`src/hw/rtl/feel_ram.sv`:
```
// ---------------------------------------------------------------------------
// feel_ram
// Simple dual-port synchronous RAM, one write and one registered read port.
// ---------------------------------------------------------------------------
`default_nettype none

module feel_ram #(
	parameter int WIDTH = 8,
	parameter int DEPTH = 16
) (
	input  wire logic                     clk,
	input  wire logic                     we,
	input  wire logic [$clog2(DEPTH)-1:0] waddr,
	input  wire logic [WIDTH-1:0]         wdata,
	input  wire logic [$clog2(DEPTH)-1:0] raddr,
	output logic      [WIDTH-1:0]         rdata
);

	logic [WIDTH-1:0] mem [DEPTH];

	always_ff @(posedge clk) begin
		if (we) begin
			mem[waddr] <= wdata;
		end
	end

	always_ff @(posedge clk) begin
		rdata <= mem[raddr];
	end

endmodule

`default_nettype wire

```
`config.mk`:
```
export PLATFORM = sky130hd
export DESIGN_NAME = feel_ram
export DESIGN_NICKNAME = d
export VERILOG_FILES = /design/src/hw/rtl/feel_ram.sv
export SDC_FILE = /design/constraint.sdc
export NUM_CORES = 1
export LEC_CHECK = 0
export ABC_AREA = 1
export BUFFER_PORTS_ARGS = -buffer_cell sky130_fd_sc_hd__buf_2
export CAP_MARGIN = 30
export CORE_MARGIN = 5
export CORE_UTILIZATION = 40
export CTS_CLUSTER_SIZE = 10
export DETAILED_ROUTE_END_ITERATION = 8
export GPL_TIMING_DRIVEN = 0
export SYNTH_ARGS = -nofsm -noshare
export SYNTH_HDL_FRONTEND = slang
export SYNTH_SLANG_ARGS = --single-unit
```
`constraint.sdc`:
```
create_clock -name clk -period 2.6 [get_ports clk]
set_input_delay 0.13 -clock clk [delete_from_list [all_inputs] [get_ports clk]]
set_output_delay 0.13 -clock clk [all_outputs]
set_load 0.005 [all_outputs]
```
==> results.toml <==
[status]
status = "finished, final reports clean"

[sta]
period_share = 0.4700
max_slew.worst_pin.slew_ns = 0.8991
setup_tns_ns = 0
relSlewSlack = 0.3984
setup_viol = 0
finalHoldViolCount = 0
hold_ws_ns = 0.1348
fin_crit_ns = 1.222
rsz0062_at_grt = "false"
drv_slew = 0
fin_skew_ns = 0.007638
max_freq_mhz = 818.3

[synthesis]
yosysUniqueCellTypes = 12
synth.most_common_cell = "nand2_1"
netlist_area_um2 = 5767
synth_area_leaders = "edfxtp_1, nand2_1, nand3_1"
synthTopCellsByCount = "nand2_1, edfxtp_1, inv_1"
synth_seq_cells = 136
ys_seq_area_frac = 0.6943
synthArstFlopShare = 0
syn_nets = 569
yosysTopAreaCell = "edfxtp_1"
synth_edf_count = 128
yosysTopAreaCellShare = 0.6665
postSynthCellCount = 551
syn_area_per_cell_um2 = 10.47
yosys_warnings = 0
synthFlopType = "edfxtp_1"

[global_routing]
grt_pass1_wl_um = 21640
antenna_found_initial = 0
grtUsageMet3 = 0.04625
grtUsageMet1 = 0.2381
grt_use_met2 = 0.2755
grt_overflow = 0
busiest_layer = "met2"
grt_usage = 0.1795
grt_max_degree = 17
grt_pass1_vias = 3722

[placed_design]
dp.cells = 753
gp_congestion = 0.8607
dp_hpwl_um = 9330
portBuffers = 22

[die]
die_area_um2 = 16920
core_area_um2 = 13990
floorplan.initialDensity = 0.4123
die_h_um = 130.1
pin_count = 26
num_rows = 43
die_w_um = 130.1

[power]
cellLeakagePower_nw = 2.896
ir_worst_vdd_uv = 465.9
power-per-cell-area_nw_per_um2 = 772.7

[final_layout]
layout.cells.non_filler = 785
area_growth_syn_to_layout_pct = 16.01
fin_nets = 610
drive_above_1_share = 0.1240
antennaDiodeCount = 0
fin_util = 0.4783
nFillCells = 1313

[worst_hold_path]
min_from = "wdata[4]"
hold_path_class = "input pin to register"

[route]
vias_per_cell = 4.950
drc = 0
dr.pass1.iters = 6
vias = 3886
wl_per_cell_um = 18.25
drtIter0Drc = 515
wirelength_um = 14330
postRouteAntennaNets = 0

[worst_setup_path]
path_cells = "buf_2 -> nand3b_1 -> nor2_1"
crit_required_ns = 2.63
regToRegStartpoint = "mem[5][5]"
cp_slowest_stage_delay_ns = 0.73
cp-start-kind = "input pin"
end_kind = "register"
critPathArrivalTime_ns = 1.25
crit_path_max_fanout = 8
crit_slowest_cell = "nor2_1"
cp-startpoint = "waddr[3]"
worst-setup-path-type = "input pin to register"

[cts]
cts-root-buf = "clkbuf_16"
worstSkewPairLatency_ns = 0.41
cts_max_level = 4
cts_resized = 0
cts_tree = "yes"
hold_buffers = 0
clkTransAtPathRegs_ns = 0.06
cts_buffer_depth = 2
cts-buffers-inserted = 17
post_cts_buffers = 0
clock_sinks = 136

[run]
maxCapViolCount = 0
## routing by layer
| layer | vias up | wire length, um |
|---|---|---|
| met5 | - | 0 |
| met4 | 0 | 503 |
| met3 | 30 | 1030 |
| met2 | 162 | 6760 |
| met1 | 1837 | 6035 |
| li1 | 1857 | - |
## state kept, by name (all words and copies together), names as in the netlist
| name | flops |
|---|---|
| rdata | 8 |
| mem | 128 |
## cells by family after synthesis
family        share of synthesized area
simple gates                     0.2105
buf+inv                         0.09525
flops                            0.6943
## power breakdown
group	switching, mW	leakage, nW	internal (mW)
Clock	0.884	0.286	1.50
Combinational	0.229	1.39	0.0938
Sequential	0.0117	1.22	2.45
## metrics by stage
step / power, mW / setup WS (ns) / area [um2]
after floorplan: 2.683 / 1.519 / 5767
after global placement: 2.825 / 1.004 / 6102
after detailed placement: 2.831 / 0.9647 / 6102
after CTS: 5.185 / 1.398 / 6690
after global routing: 5.346 / 1.319 / 6690
final: 5.169 / 1.378 / 6690
## cell usage in the layout (no fill, tap or decap), drive strengths merged, types with 3 or more instances in the layout
cell / n
nand2: 173
edfxtp: 128
inv: 102
nand3: 97
buf: 46
clkbuf: 19
nor2: 17
clkinv: 9
dfxtp: 8
bufinv: 3
## worst max-delay path: cells and delay by family
kind,cells,cell delay [ns]
buffers and inverters,1,0.12
and+or+nand+nor,2,1.00
## layout make-up
type	count	area, um2	share of cell area
Tap cell	180	225.2	0.03366
Multi-Input combinational cell	289	1214	0.1814
Buffer	24	166.4	0.02487
Timing Repair Buffer	22	110.1	0.01646
Sequential cell	136	4004	0.5985
Inverter	102	382.9	0.05723
Clock inverter	13	155.1	0.02319
Clock buffer	19	432.9	0.06471
## path summary, 6_finish.rpt
path / endpoint / slack [ns] / depth (start not counted)
setup reg to reg: rdata[5] / 1.56 / 6
hold reg to reg: rdata[1] / 0.70 / 6
setup / recovery: mem[7][6] / 1.38 / 3
hold / removal: mem[2][4] / 0.13 / 1
Note: power is estimated with default switching activity, not from simulation.
